File: src/hdl/smq_pkg.sv
// Package for the sorted message queue: word types of both channels,
// operation codes and status codes.
// Depends on nothing; imported by the top level.
package smq_pkg;

    // Operation codes carried in the opcode field of an input word.
    localparam logic [1:0] OP_APPEND = 2'd0;
    localparam logic [1:0] OP_SORTED = 2'd1;
    localparam logic [1:0] OP_REMOVE = 2'd2;
    localparam logic [1:0] OP_NONE   = 2'd3;

    // Status codes carried in a result word.
    localparam logic [1:0] ST_OK    = 2'd0;
    localparam logic [1:0] ST_EMPTY = 2'd1;
    localparam logic [1:0] ST_FULL  = 2'd2;

    // One input word.
    typedef struct packed {
        logic [1:0]  opcode;
        logic [31:0] entry_key;
        logic [7:0]  entry_handle;
    } t_in_word;

    // One result word.
    typedef struct packed {
        logic [1:0]  status;
        logic [7:0]  head_handle;
        logic [31:0] head_key;
        logic [4:0]  entry_count;
        logic        is_empty;
    } t_out_word;

endpackage

File: src/hdl/smq_ram.sv
// Generic single-port-write, single-port-read RAM with a registered read.
// Depends on nothing; instanced by the sorted message queue.
module smq_ram #(
    parameter int WIDTH = 8,
    parameter int DEPTH = 16
) (
    input  logic                     i_clk,
    input  logic                     i_wr_en,
    input  logic [$clog2(DEPTH)-1:0] i_wr_addr,
    input  logic [WIDTH-1:0]         i_wr_data,
    input  logic [$clog2(DEPTH)-1:0] i_rd_addr,
    output logic [WIDTH-1:0]         o_rd_data
);

    logic [WIDTH-1:0] r_mem [DEPTH];
    logic [WIDTH-1:0] r_rd_data;

    // Write port and registered read port.
    always_ff @(posedge i_clk) begin
        if (i_wr_en) begin
            r_mem[i_wr_addr] <= i_wr_data;
        end
        r_rd_data <= r_mem[i_rd_addr];
    end

    assign o_rd_data = r_rd_data;

endmodule

File: src/hdl/sorted_message_queue.sv
// Sorted message queue: a bounded linked list of keyed entries in two RAMs.
// Depends on smq_pkg and smq_ram.
//
//   channel | direction | handshake                  | word
//   --------+-----------+----------------------------+-----------------------
//   in      | input     | i_in_valid / o_in_stall    | i_in_data  (t_in_word)
//   out     | output    | o_out_valid / i_out_stall  | o_out_data (t_out_word)
//
// A remove passes S_REM and S_EMIT; an append S_ALLOC, S_POP when a freed slot is
// reused, S_WRITE and S_EMIT; a sorted insert the same up to S_WRITE, then S_WALK
// over the entries passed, S_LINK and S_EMIT. A refused word or the unused opcode goes to S_EMIT.
// The walk reads one linked entry per cycle from the RAMs.
// Reset clears the state, head, tail, counts and output valid only; the RAMs need no clearing.
// The input stalls while a word is being worked on; a finished result sits in
// the output register, and only a following result waits for it to be taken.
module sorted_message_queue #(
    parameter int DEPTH     = 16,
    parameter int KEY_WIDTH = 32
) (
    input  logic               i_clk,
    input  logic               i_rst_n,
    input  logic               i_in_valid,
    output logic               o_in_stall,
    input  smq_pkg::t_in_word  i_in_data,
    output logic               o_out_valid,
    input  logic               i_out_stall,
    output smq_pkg::t_out_word o_out_data
);

    import smq_pkg::*;

    localparam int SW    = $clog2(DEPTH);
    localparam int CW    = $clog2(DEPTH + 1);
    localparam int KW_IN = (KEY_WIDTH < 32) ? KEY_WIDTH : 32;
    localparam int DW    = KEY_WIDTH + 8;

    // Sequencer states.
    localparam logic [2:0] S_IDLE  = 3'd0;
    localparam logic [2:0] S_ALLOC = 3'd1;
    localparam logic [2:0] S_POP   = 3'd2;
    localparam logic [2:0] S_WRITE = 3'd3;
    localparam logic [2:0] S_WALK  = 3'd4;
    localparam logic [2:0] S_LINK  = 3'd5;
    localparam logic [2:0] S_REM   = 3'd6;
    localparam logic [2:0] S_EMIT  = 3'd7;

    logic [2:0]           r_state, n_state;
    logic [1:0]           r_op, n_op;
    logic [KEY_WIDTH-1:0] r_key, n_key;
    logic [7:0]           r_handle, n_handle;
    logic [SW-1:0]        r_head, n_head;
    logic [SW-1:0]        r_tail, n_tail;
    logic [CW-1:0]        r_count, n_count;
    logic [CW-1:0]        r_fresh, n_fresh;
    logic [SW-1:0]        r_free_top, n_free_top;
    logic [SW-1:0]        r_slot, n_slot;
    logic [SW-1:0]        r_cur, n_cur;
    logic [SW-1:0]        r_prev, n_prev;
    logic                 r_has_prev, n_has_prev;
    logic [CW-1:0]        r_left, n_left;
    logic [1:0]           r_status, n_status;
    logic [KEY_WIDTH-1:0] r_res_key, n_res_key;
    logic [7:0]           r_res_handle, n_res_handle;
    logic                 r_out_valid, n_out_valid;
    t_out_word            r_out_data, n_out_data;

    // RAM ports.
    logic [SW-1:0]        rd_addr;
    logic                 data_we;
    logic [DW-1:0]        data_rd;
    logic                 link_we;
    logic [SW-1:0]        link_wr_addr;
    logic [SW-1:0]        link_wr_data;
    logic [SW-1:0]        link_rd;

    logic [KEY_WIDTH-1:0] rd_key;
    logic [7:0]           rd_handle;
    logic                 walk_go;
    logic                 stack_busy;
    logic                 out_free;

    // Key and handle of each slot.
    smq_ram #(
        .WIDTH (DW),
        .DEPTH (DEPTH)
    ) u_data_ram (
        .i_clk     (i_clk),
        .i_wr_en   (data_we),
        .i_wr_addr (r_slot),
        .i_wr_data ({r_key, r_handle}),
        .i_rd_addr (rd_addr),
        .o_rd_data (data_rd)
    );

    // Next-slot link of each slot; freed slots form a stack through it.
    smq_ram #(
        .WIDTH (SW),
        .DEPTH (DEPTH)
    ) u_link_ram (
        .i_clk     (i_clk),
        .i_wr_en   (link_we),
        .i_wr_addr (link_wr_addr),
        .i_wr_data (link_wr_data),
        .i_rd_addr (rd_addr),
        .o_rd_data (link_rd)
    );

    assign rd_key     = data_rd[DW-1:8];
    assign rd_handle  = data_rd[7:0];
    // The walk passes an entry whose key is not above the new key.
    assign walk_go    = (r_left != '0) && (r_key >= rd_key);
    // Freed slots wait on the stack whenever more slots were ever taken than are held.
    assign stack_busy = (r_fresh != r_count);
    assign out_free   = !r_out_valid || !i_out_stall;

    // Shared read address of both RAMs.
    always_comb begin
        unique case (r_state)
            S_ALLOC: rd_addr = r_free_top;
            S_WALK:  rd_addr = link_rd;
            default: rd_addr = r_head;
        endcase
    end

    // RAM write control.
    always_comb begin
        data_we      = (r_state == S_WRITE);
        link_we      = 1'b0;
        link_wr_addr = r_slot;
        link_wr_data = r_cur;
        unique case (r_state)
            S_WRITE: begin
                link_we      = (r_op == OP_APPEND) && (r_count != '0);
                link_wr_addr = r_tail;
                link_wr_data = r_slot;
            end
            S_WALK: begin
                link_we      = !walk_go && r_has_prev;
                link_wr_addr = r_prev;
                link_wr_data = r_slot;
            end
            S_LINK: begin
                link_we      = (r_left != '0);
                link_wr_addr = r_slot;
                link_wr_data = r_cur;
            end
            S_REM: begin
                link_we      = 1'b1;
                link_wr_addr = r_head;
                link_wr_data = r_free_top;
            end
            default: begin
                link_we = 1'b0;
            end
        endcase
    end

    // Sequencer.
    always_comb begin
        n_state      = r_state;
        n_op         = r_op;
        n_key        = r_key;
        n_handle     = r_handle;
        n_head       = r_head;
        n_tail       = r_tail;
        n_count      = r_count;
        n_fresh      = r_fresh;
        n_free_top   = r_free_top;
        n_slot       = r_slot;
        n_cur        = r_cur;
        n_prev       = r_prev;
        n_has_prev   = r_has_prev;
        n_left       = r_left;
        n_status     = r_status;
        n_res_key    = r_res_key;
        n_res_handle = r_res_handle;
        n_out_valid  = r_out_valid;
        n_out_data   = r_out_data;

        // The output register empties when its word is taken.
        if (r_out_valid && !i_out_stall) begin
            n_out_valid = 1'b0;
        end

        unique case (r_state)
            S_IDLE: begin
                if (i_in_valid) begin
                    n_op         = i_in_data.opcode;
                    n_key        = KEY_WIDTH'(i_in_data.entry_key[KW_IN-1:0]);
                    n_handle     = i_in_data.entry_handle;
                    n_status     = ST_OK;
                    n_res_key    = '0;
                    n_res_handle = '0;
                    n_state      = S_EMIT;
                    case (i_in_data.opcode)
                        OP_APPEND, OP_SORTED: begin
                            if (r_count == CW'(DEPTH)) begin
                                n_status = ST_FULL;
                            end else begin
                                n_state = S_ALLOC;
                            end
                        end
                        OP_REMOVE: begin
                            if (r_count == '0) begin
                                n_status = ST_EMPTY;
                            end else begin
                                n_state = S_REM;
                            end
                        end
                        default: begin
                            n_status = ST_OK;
                        end
                    endcase
                end
            end
            S_ALLOC: begin
                // Reuse a freed slot if there is one, else take a fresh slot.
                if (stack_busy) begin
                    n_slot  = r_free_top;
                    n_state = S_POP;
                end else begin
                    n_slot  = r_fresh[SW-1:0];
                    n_fresh = r_fresh + CW'(1);
                    n_state = S_WRITE;
                end
            end
            S_POP: begin
                n_free_top = link_rd;
                n_state    = S_WRITE;
            end
            S_WRITE: begin
                if (r_op == OP_APPEND) begin
                    if (r_count == '0) begin
                        n_head = r_slot;
                    end
                    n_tail  = r_slot;
                    n_count = r_count + CW'(1);
                    n_state = S_EMIT;
                end else begin
                    n_cur      = r_head;
                    n_left     = r_count;
                    n_has_prev = 1'b0;
                    n_state    = S_WALK;
                end
            end
            S_WALK: begin
                if (walk_go) begin
                    n_prev     = r_cur;
                    n_has_prev = 1'b1;
                    n_cur      = link_rd;
                    n_left     = r_left - CW'(1);
                end else begin
                    if (!r_has_prev) begin
                        n_head = r_slot;
                    end
                    n_state = S_LINK;
                end
            end
            S_LINK: begin
                if (r_left == '0) begin
                    n_tail = r_slot;
                end
                n_count = r_count + CW'(1);
                n_state = S_EMIT;
            end
            S_REM: begin
                // Return the head entry and push its slot onto the free stack.
                n_res_key    = rd_key;
                n_res_handle = rd_handle;
                n_free_top   = r_head;
                n_count      = r_count - CW'(1);
                if (r_count == CW'(1)) begin
                    n_head = '0;
                    n_tail = '0;
                end else begin
                    n_head = link_rd;
                end
                n_state = S_EMIT;
            end
            S_EMIT: begin
                if (out_free) begin
                    n_out_valid            = 1'b1;
                    n_out_data.status      = r_status;
                    n_out_data.head_handle = r_res_handle;
                    n_out_data.head_key    = 32'(r_res_key[KW_IN-1:0]);
                    n_out_data.entry_count = 5'(r_count);
                    n_out_data.is_empty    = (r_count == '0);
                    n_state                = S_IDLE;
                end
            end
            default: begin
                n_state = S_IDLE;
            end
        endcase
    end

    // State registers; reset clears the list control and the output valid.
    always_ff @(posedge i_clk) begin
        if (!i_rst_n) begin
            r_state     <= S_IDLE;
            r_head      <= '0;
            r_tail      <= '0;
            r_count     <= '0;
            r_fresh     <= '0;
            r_out_valid <= 1'b0;
        end else begin
            r_state     <= n_state;
            r_head      <= n_head;
            r_tail      <= n_tail;
            r_count     <= n_count;
            r_fresh     <= n_fresh;
            r_out_valid <= n_out_valid;
        end
        r_op         <= n_op;
        r_key        <= n_key;
        r_handle     <= n_handle;
        r_free_top   <= n_free_top;
        r_slot       <= n_slot;
        r_cur        <= n_cur;
        r_prev       <= n_prev;
        r_has_prev   <= n_has_prev;
        r_left       <= n_left;
        r_status     <= n_status;
        r_res_key    <= n_res_key;
        r_res_handle <= n_res_handle;
        r_out_data   <= n_out_data;
    end

    assign o_in_stall  = (r_state != S_IDLE);
    assign o_out_valid = r_out_valid;
    assign o_out_data  = r_out_data;

endmodule

File: config.mk
export PLATFORM = sky130hd
export DESIGN_NAME = sorted_message_queue
export DESIGN_NICKNAME = d
export VERILOG_FILES = /design/src/hdl/smq_pkg.sv /design/src/hdl/smq_ram.sv /design/src/hdl/sorted_message_queue.sv
export SDC_FILE = /design/constraint.sdc
export NUM_CORES = 1
export LEC_CHECK = 0
export ABC_AREA = 1
export BUFFER_PORTS_ARGS = -buffer_cell sky130_fd_sc_hd__buf_2
export CAP_MARGIN = 10
export CORE_MARGIN = 2
export CORE_UTILIZATION = 56
export CTS_CLUSTER_SIZE = 24
export DETAILED_ROUTE_END_ITERATION = 10
export HOLD_SLACK_MARGIN = 0.12
export PLACE_DENSITY = 0.76
export SETUP_SLACK_MARGIN = 0.2
export SLEW_MARGIN = 10
export SYNTH_ARGS = -nofsm -noshare
export SYNTH_HDL_FRONTEND = slang
export SYNTH_HIERARCHICAL = 1
export SYNTH_SLANG_ARGS = --single-unit
File: constraint.sdc
create_clock -name i_clk -period 4.4 [get_ports i_clk]
set_clock_uncertainty 0.1 [all_clocks]
set_input_delay 0.88 -clock i_clk [delete_from_list [all_inputs] [get_ports i_clk]]
set_output_delay 0.88 -clock i_clk [all_outputs]
set_load 0.05 [all_outputs]
### Word-level counts from Yosys, hierarchy flattened

Memories as Yosys holds them, arrays and structs flattened. A register that Yosys moved wholly into a read port is not among the register bits.
Cells that the tools add are included.

| word-level totals | value |
|---|---|
| bits in registers | 176 |
| latch bits | 0 |
| RAM bits | 704 |
| bits in read-only memories | 0 |
| bits of input ports | 46 |
| word-level logic and storage cells | 137 |
| memories kept | 2 |

Memories:

| name | depth | width | rd ports | clocked after memory_dff | wr ports | RTL line | source |
|---|---|---|---|---|---|---|---|
| u_data_ram.r_mem | 16 | 40 | 1 | 1 | 1 | smq_ram.sv:15 | `logic [WIDTH-1:0] r_mem [DEPTH];` |
| u_link_ram.r_mem | 16 | 4 | 1 | 1 | 1 | smq_ram.sv:15 |  |

| operators by class | value |
|---|---|
| $add $sub $neg | 4 |
| multiply operators | 0 |
| divide/modulo/power cells | 0 |
| magnitude comparators | 1 |
| equality and inequality tests | 22 |
| shifts and indexed selects | 0 |
| mux-type cells | 50 |
| bitwise gates (word level) | 1 |
| reduce and logical (&&, ||, !) cells | 34 |

Operators with widths:

| kind | count |
|---|---|
| 32-bit one-hot mux with 2 select lines | 1 |
| 4-bit 2-to-1 mux | 11 |
| 4-bit one-hot mux with 3 select lines | 3 |
| 32-bit >= comparator | 1 |
| 32-bit 2-to-1 mux | 1 |
| 4-bit one-hot mux with 2 select lines | 4 |
| 3-bit one-hot mux with 7 select lines | 1 |
| 2-bit != test, second input constant | 8 |
| 8-bit one-hot mux with 2 select lines | 1 |
| 5-bit 2-to-1 mux | 3 |
| 5-bit one-hot mux with 3 select lines | 1 |
| 3-bit == test, second input constant | 4 |
| 1-bit 2-to-1 mux | 12 |
| 3-bit 2-to-1 mux | 4 |
| 2-bit AND reduction | 6 |
| 5-bit by 1-bit adder with 5-bit output, second input constant | 2 |
| 5-bit zero test | 2 |
| 5-bit one-hot mux with 2 select lines | 1 |
| 5-bit nonzero test | 2 |
| 5-bit by 1-bit subtractor with 5-bit output, second input constant | 2 |
| 3-bit nonzero test | 3 |
| 8-bit 2-to-1 mux | 1 |
| 3-bit by 2-bit == test with 1-bit output, second input constant | 2 |
| 3-bit one-hot mux with 2 select lines | 1 |
| other kinds (22) | 35 |

### Depth between registers and ports, before layout

Gate-level depths: netlist of the first run.

| depth | value |
|---|---|
| depth in word-level cells | 7 |
| depth in mapped cells | 18 |

### Cells and area by module

The synthesis of the first run kept the hierarchy.

Modules (own cells, without submodules):

| module | instances | cells each | area each (µm²) |
|---|---|---|---|
| smq_ram at u_data_ram | 1 | 2,643 | 28,290.9 |
| sorted_message_queue | 1 | 654 | 7,521.0 |
| smq_ram at u_link_ram | 1 | 290 | 2,966.6 |

### Worst setup path after synthesis of the first run

Ideal clock, no wire load.

| timing path | value |
|---|---|
| kind | reg2reg |
| from | register r_state[0] |
| to | register r_res_handle[0], enable pin |
| library setup time | 493 ps |
| data arrival time | 3,922 ps |
| data required time | 3,807 ps |
| slack | -116 ps |
| cell stages (with the launch flop) | 5 |
| buffers on the path | 0 |
| period minus slack after synthesis | 4,516 ps |
| cell sequence | dfxtp_1 -> or2_1 -> nor2_1 -> inv_1 -> o21ai_0 |

| between the ends | value |
|---|---|
| word-level cells in the longest chain between the ends | 3 |

RTL lines:

| item | RTL line | source |
|---|---|---|
| from (decl) | sorted_message_queue.sv:47 | `logic [2:0] r_state, n_state;` |
| from (signal assigned) | sorted_message_queue.sv:307 | `r_state <= n_state;` |
| 3-bit == test / 3-bit zero test (equally long branches) | sorted_message_queue.sv:185 | `unique case (r_state)` |
| 2-bit nonzero test (no line) / 2-bit != test (equally long branches) | - |  |
| 2-bit AND reduction (no line) * | - |  |
| to (signal assigned) | sorted_message_queue.sv:325 | `r_res_handle <= n_res_handle;` |
| to (decl) | sorted_message_queue.sv:63 | `logic [7:0] r_res_handle, n_res_handle;` |

Mark *: on every way between the ends. The rest lies on a longest branch, timed or not.
A chain may end at the register's enable or synchronous reset.

### Worst setup path in the final report of the first run

| timing path | value |
|---|---|
| from | register r_state[2] |
| to | register u_data_ram.r_rd_data[33], in the netlist u_data_ram/o_rd_data[33], read port of u_data_ram.r_mem |

| between the ends | value |
|---|---|
| word-level cells in the longest chain between the ends | 2 |

RTL lines:

| item | RTL line | source |
|---|---|---|
| 3-bit == test / 3-bit by 1-bit == test with 1-bit output (equally long branches) | sorted_message_queue.sv:118 | `unique case (r_state)` |
| 4-bit one-hot mux with 2 select lines * | sorted_message_queue.sv:118 |  |
| net rd_addr[0] | sorted_message_queue.sv:68 | `logic [SW-1:0] rd_addr;` |
| to (decl) | smq_ram.sv:16 | `logic [WIDTH-1:0] r_rd_data;` |

Mark *: on every way through the listed nets, which the timed path passes. The rest lies on a longest branch.

==> results.yml, run 1 <==
synth:
  ys_warn_count: 6
  syn_area_per_cell_sq_um: 10.8
  synth_top_area_cell: "edfxtp_1"
  yosysSeqAreaShare_pct: 69.8
  synth_nets: 3670
  synth_top_area_share_pct: 66.4
  ys_types: 43
  synth_area_leaders: "edfxtp_1, nand2_1, nand3_1"
  syn_area_sq_um: 38800
  syn_inst: 3587
  synth-seq-cells: 924
power:
  ir_worst_vdd_mv: 1.32
  leakage_nw: 18.1
  power_density_nw_per_um2: 717
sta:
  setup_viol: 0
  period_minus_slack_ns: 3.58
  period_share_pct: 81.4
  rsz0062_at_grt: "no"
  setup_tns_ns: 0
  max_freq_mhz: 279
  hold_viol: 0
  slew_headroom_pct: 12.9
  tightest_slew_ns: 1.31
  slew_viol_final: 0
  worst_slack_ns: 0.820
drt:
  drtIter0Drc: 3259
  dr.pass1.iters: 9
  totalWireLength_mm: 91.0
  remaining_drc_errors: 0
  vias: 25500
  avgViaCountPerCell: 5.46
  drtAntennaViolNets: 0
  post_drt_wl_per_cell_um: 19.5
run:
  cap_violations: 0
critical_path:
  cp-end-kind: "register"
  worstPathMaxFanout: 245
  worstSetupPathType: "reg -> reg"
  cpMaxStageDelayCell: "buf_12"
  worstPathCellList: "nor2_1 -> inv_1 -> nand2_1 -> o221ai_4 -> buf_12 -> nand2_1 -> nand3_1 -> nand3_1 -> nand3_1 -> nand2_1"
  crit_path_max_incr_delay_ns: 0.71
  cp.required_ns: 4.82
  worstPathArrival_ns: 4.00
  start_kind: "register"
final_layout:
  final_common_cell: "nand2_1"
  fill_cells: 5058
  nNetsFinal: 3756
  drive_gt1_share_pct: 8.57
  area_delta_synth_final_pct: 11.6
  layout_common_cells: "nand2_1, edfxtp_1, inv_1, nand3_1, nor2_1"
floorplanning:
  start_util_pct: 56.5
  core_sq_um: 68600
  ios: 96
  die_w_um: 267
  die_h_um: 267
  dieArea_sq_um: 71400
  rows: 96
placed_design:
  numPortBuffers: 95
  hpwl_mm: 47.2
  place_congestion: 0.854
  dpl_worst_slack_ns: 0.989
cts:
  cts_sinks: 924
  cts_tree: "done"
  clk_pin_slew_ns: 0.06
  post_cts_buffers: 0
  cts_resized: 0
  htreeDepth: 3
  postCtsHoldBufs: 0
  clk_path_buf_depth: 3
  cts-buffers-inserted: 92
  clkLatencyLatePin_ns: 0.66
  clock-root-buffer: "clkbuf_16"
worst_hold_path:
  hold_path.class: "in -> reg"
global_route:
  grt_max_degree: 246
  track_usage_pct: 25.7
  grt_pass1_wl_mm: 139
  first_global_vias: 24600
  overflow: 0
  antenna_found_initial: 1
status:
  status: "finished, final reports clean"
==> stage by stage <==
step	util, %	cell area (sq um)	total power [W]	cells	hold slack [ns]
2_1_floorplan	-	38800	0.0201	3587	0.300
3_3_place_gp	58.8	40300	0.0230	4510	0.301
3_5_place_dp	58.8	40300	0.0233	4510	0.305
4_1_cts	63.1	43300	0.0309	4675	0.264
5_1_grt	63.1	43300	0.0327	4675	0.278
6_report	63.1	43300	0.0310	4676	0.294
==> worst max-delay path: cells and delay by family (launching register included) <==
kind                   cells  cell delay (ns)
flip-flops                 1             0.49
AND/OR/NAND/NOR            7             1.09
AO/OA/AOI/OAI              1             0.39
buffers and inverters      2             1.04
==> cell families after synthesis <==
family	count (synthesis)	share of synthesized area, %
xor+xnor	7	0.158
compound gates	90	1.37
flops	924	69.8
buf+inv	799	8.67
simple gates	1730	18.8
fa+ha+maj	37	1.19
==> cell usage after synthesis (all sizes together) <==
cell type     n
inv         645
o211ai        1
and2          1
o221ai        8
nand2      1041
edfxtp      858
a21o          2
a211oi        1
o21a          2
dfxtp        66
nor3          9
o31ai         1
a21oi        37
xor2          4
nor4          1
a221oi        2
o21bai        2
o2111ai       2
buf         128
nand3       547
or2           2
xnor2         3
o22ai         3
nor2        120
ha           37
o21ai        29
clkbuf       26
nand3b        4
nand4         5
==> power breakdown <==
group / switching (W) / internal [W]
clock network: 0.00322 / 0.00438
registers: 0.000572 / 0.0110
logic: 0.00840 / 0.00341
==> cell type report <==
cell class | count | area [sq um] | share of cell area, %
Clock buffer | 125 | 2530 | 5.84
Clock inverter | 40 | 389 | 0.899
Sequential cell | 924 | 27100 | 62.6
Timing Repair Buffer | 146 | 1100 | 2.53
Tap cell | 931 | 1160 | 2.69
Inverter | 645 | 2440 | 5.64
Antenna cell | 1 | 2.50 | 0.00578
Multi-Input combinational cell | 1864 | 8560 | 19.8
==> final timing paths <==
kind	from	end	slack, ns	depth (start not counted)
min reg2reg	r_res_key[25]	o_out_data[31]	0.31	0
max reg2reg	r_state[2]	u_data_ram/o_rd_data[33]	0.82	10
max	r_state[2]	u_data_ram/o_rd_data[33]	0.82	10
min	i_in_data[4]	r_handle[4]	0.29	1
==> routing by layer <==
layer / wire, um / global-route usage [%] / part of all wire, % / vias to the layer above
met2: 43500 / 42.3 / 48 / 1421
li1: - / - / - / 11900
met4: 3420 / 11.0 / 3.8 / 0
met3: 9360 / 3.71 / 10 / 227
met1: 34800 / 34.4 / 38 / 12000
met5: 0 / 0 / 0 / -
==> registers in the layout, indices dropped and copies added (netlist names), 5 cells and up <==
signal                cells
u_data_ram/r_mem        640
u_link_ram/r_mem         64
o_out_data               48
u_data_ram/o_rd_data     40
r_key                    32
r_res_key                32
r_handle                  8
r_res_handle              8
r_count                   5
r_fresh                   5
r_left                    5
(Power assumes the default switching activity.)
==> run 2, diff against run 1 <==
--- a/config.mk
+++ b/config.mk
@@ -9,11 +9,11 @@
 export BUFFER_PORTS_ARGS = -buffer_cell sky130_fd_sc_hd__buf_2
 export CAP_MARGIN = 10
 export CORE_MARGIN = 2
-export CORE_UTILIZATION = 56
+export CORE_UTILIZATION = 62
 export CTS_CLUSTER_SIZE = 24
 export DETAILED_ROUTE_END_ITERATION = 10
 export HOLD_SLACK_MARGIN = 0.12
-export PLACE_DENSITY = 0.76
+export PLACE_DENSITY = 0.8
 export SETUP_SLACK_MARGIN = 0.2
 export SLEW_MARGIN = 10
 export SYNTH_ARGS = -nofsm -noshare
==> constraint.sdc (replaced) <==
create_clock -name i_clk -period 3.74 [get_ports i_clk]
set_clock_uncertainty 0.1 [all_clocks]
set_input_delay 0.748 -clock i_clk [delete_from_list [all_inputs] [get_ports i_clk]]
set_output_delay 0.748 -clock i_clk [all_outputs]
set_load 0.05 [all_outputs]
==> run 2 against run 1 <==
Against the previous run:
- final area rose by 0.86%
- highest routed layer unchanged
- total power up 20%
- utilization increased by 7.5 points
- count of clock-buffer cells in the layout is 7 lower
- sequential power increased by 17%
- die area decreased by 9.5%
- combinational power up 20%
- critical path depth rose by 4
- worst hold slack worse by 0.13 ns
- critical endpoint is now u_link_ram/r_mem[15][2]
- global-route usage is 3.1 points higher
- via count up 1.5%
- first-iteration DRC count increased by 4.2%
==> results.yml, run 2 (synthesized netlist as in run 1, its figures left out) <==
status:
  status: "finished, final reports clean"
global_route:
  grt_max_degree: 144
  grt_pass1_wl_mm: 139
  overflow: 0
  antenna_found_initial: 0
  first_global_vias: 25200
  track_usage_pct: 28.8
placed_design:
  dpl_worst_slack_ns: 0.536
  place_congestion: 0.857
  dp.cells: 4438
  numPortBuffers: 95
  hpwl_mm: 48.8
sta:
  period_share_pct: 88.6
  worst_slack_ns: 0.427
  period_minus_slack_ns: 3.31
  tightest_slew_ns: 0.917
  setup_viol: 0
  hold_viol: 0
  max_freq_mhz: 302
  slew_viol_final: 0
  slew_headroom_pct: 38.9
  rsz0062_at_grt: "no"
  setup_tns_ns: 0
power:
  ir_worst_vdd_mv: 1.19
  leakage_nw: 18.4
  power_density_nw_per_um2: 853
critical_path:
  r2r_cells: 14
  worstPathArrival_ns: 3.51
  r2r_slack_ns: 0.43
  worstPathMaxFanout: 17
  reg2reg_to: "u_link_ram/r_mem[15][2]"
  start_kind: "register"
  cp-end-kind: "register"
  r2r-start: "r_key[17]"
  cp.required_ns: 3.94
  worstSetupPathType: "reg -> reg"
final_layout:
  layout_common_cells: "nand2_1, edfxtp_1, inv_1, nand3_1, nor2_1"
  final_util_pct: 70.6
  final_common_cell: "nand2_1"
  fin_cells: 4613
  antennaDiodeCount: 0
  nNetsFinal: 3783
  drive_gt1_share_pct: 9.64
  largest_reg_flops: 640
  largest-register: "u_data_ram/r_mem"
  area_delta_synth_final_pct: 12.5
cts:
  htreeDepth: 3
  cts_tree: "done"
  clock-root-buffer: "clkbuf_16"
  clk_pin_slew_ns: 0.06
  postCtsHoldBufs: 0
  clkLatencyLatePin_ns: 0.66
  cts-buffers-inserted: 91
  clk_path_buf_depth: 3
  cts_sinks: 924
run:
  cap_violations: 0
drt:
  avgViaCountPerCell: 5.62
  vias: 25900
  drtAntennaViolNets: 0
  remaining_drc_errors: 0
  totalWireLength_mm: 91.9
  drtIter0Drc: 3395
  post_drt_wl_per_cell_um: 19.9
  dr.pass1.iters: 5
floorplanning:
  dieArea_sq_um: 64600
  die_w_um: 254
  ios: 96
  core_sq_um: 61800
  rows: 91
  die_h_um: 254
  start_util_pct: 62.7
worst_hold_path:
  hold_path.class: "in -> reg"
  worstHoldPathCells: 1
  min_to: "r_key[7]"
  holdCritStartpoint: "i_in_data[15]"
run 2: cell count changes in the layout (fill, tap and decap cells not counted), sizes merged:
cell	delta
clkbuf	-7
clkinv	+1
inv	+3
buf	+28
diode	-1
bufinv	+6
clkinvlp	+1
run 2: per-layer routing:
| metal | part of all wire (%) | up-vias | global-route usage, % |
|---|---|---|---|
| met1 | 37 | 12200 | 37.4 |
| met5 | 0 | - | 0 |
| met2 | 48 | 1505 | 47.9 |
| met4 | 3.9 | 0 | 13.2 |
| met3 | 11 | 262 | 4.76 |
| li1 | - | 11900 | - |
run 2: power breakdown:
part	total [W]	switching, W	leakage (nW)	internal, W
registers	0.0136	0.000622	8.32	0.0130
logic	0.0142	0.0100	8.53	0.00420
clock network	0.00939	0.00383	1.52	0.00556
run 2: repair_timing:
action                                  4_1_cts  5_1_grt
resized for setup                             0        0
buffers inserted                              0        6
endpoints found under the setup margin        0        8
run 2: stage by stage:
stage                     hold WS, ns  instance area (sq um)  power (W)
after floorplan                 0.300                  38800     0.0237
after global placement          0.301                  40500     0.0273
after detailed placement        0.305                  40500     0.0276
after CTS                       0.143                  43600     0.0371
after global routing            0.166                  43600     0.0391
final                           0.160                  43600     0.0372
run 2: worst max-delay path by stage:
| stage | startpoint | end | slack (ns) |
|---|---|---|---|
| 2_1_floorplan | r_state[0] | r_handle[0] | 0.26 |
| 3_3_place_gp | r_key[5] | u_link_ram/r_mem[15][0] | 0.59 |
| 3_5_place_dp | r_key[5] | u_link_ram/r_mem[14][0] | 0.54 |
| 4_1_cts | r_key[5] | u_link_ram/r_mem[14][2] | 0.50 |
| 5_1_grt | r_key[1] | u_link_ram/r_mem[6][1] | 0.20 |
| 6_report | r_key[17] | u_link_ram/r_mem[15][2] | 0.43 |
run 2: final cells by class:
class / instances / area (sq um)
flip-flops and latches: 924 / 27100
multi-input cells: 1864 / 8550
clock buffers: 118 / 2490
inverters: 645 / 2440
repair buffers: 174 / 1410
fillers: 3984 / 18200
well taps: 837 / 1050
clock inverters: 51 / 616
run 2: critical path, cell delays in order, from the launching register on:
cell,delay [ns]
edfxtp_1,0.63
ha_1,0.42
nand2_1,0.08
nand2_1,0.05
nand2_1,0.05
nand2_1,0.05
nand2_1,0.07
a21oi_1,0.08
nor2_1,0.27
nand2_1,0.17
nand2_1,0.08
nand3_1,0.07
nand2_1,0.26
nand3_1,0.20
nor2_1,0.36
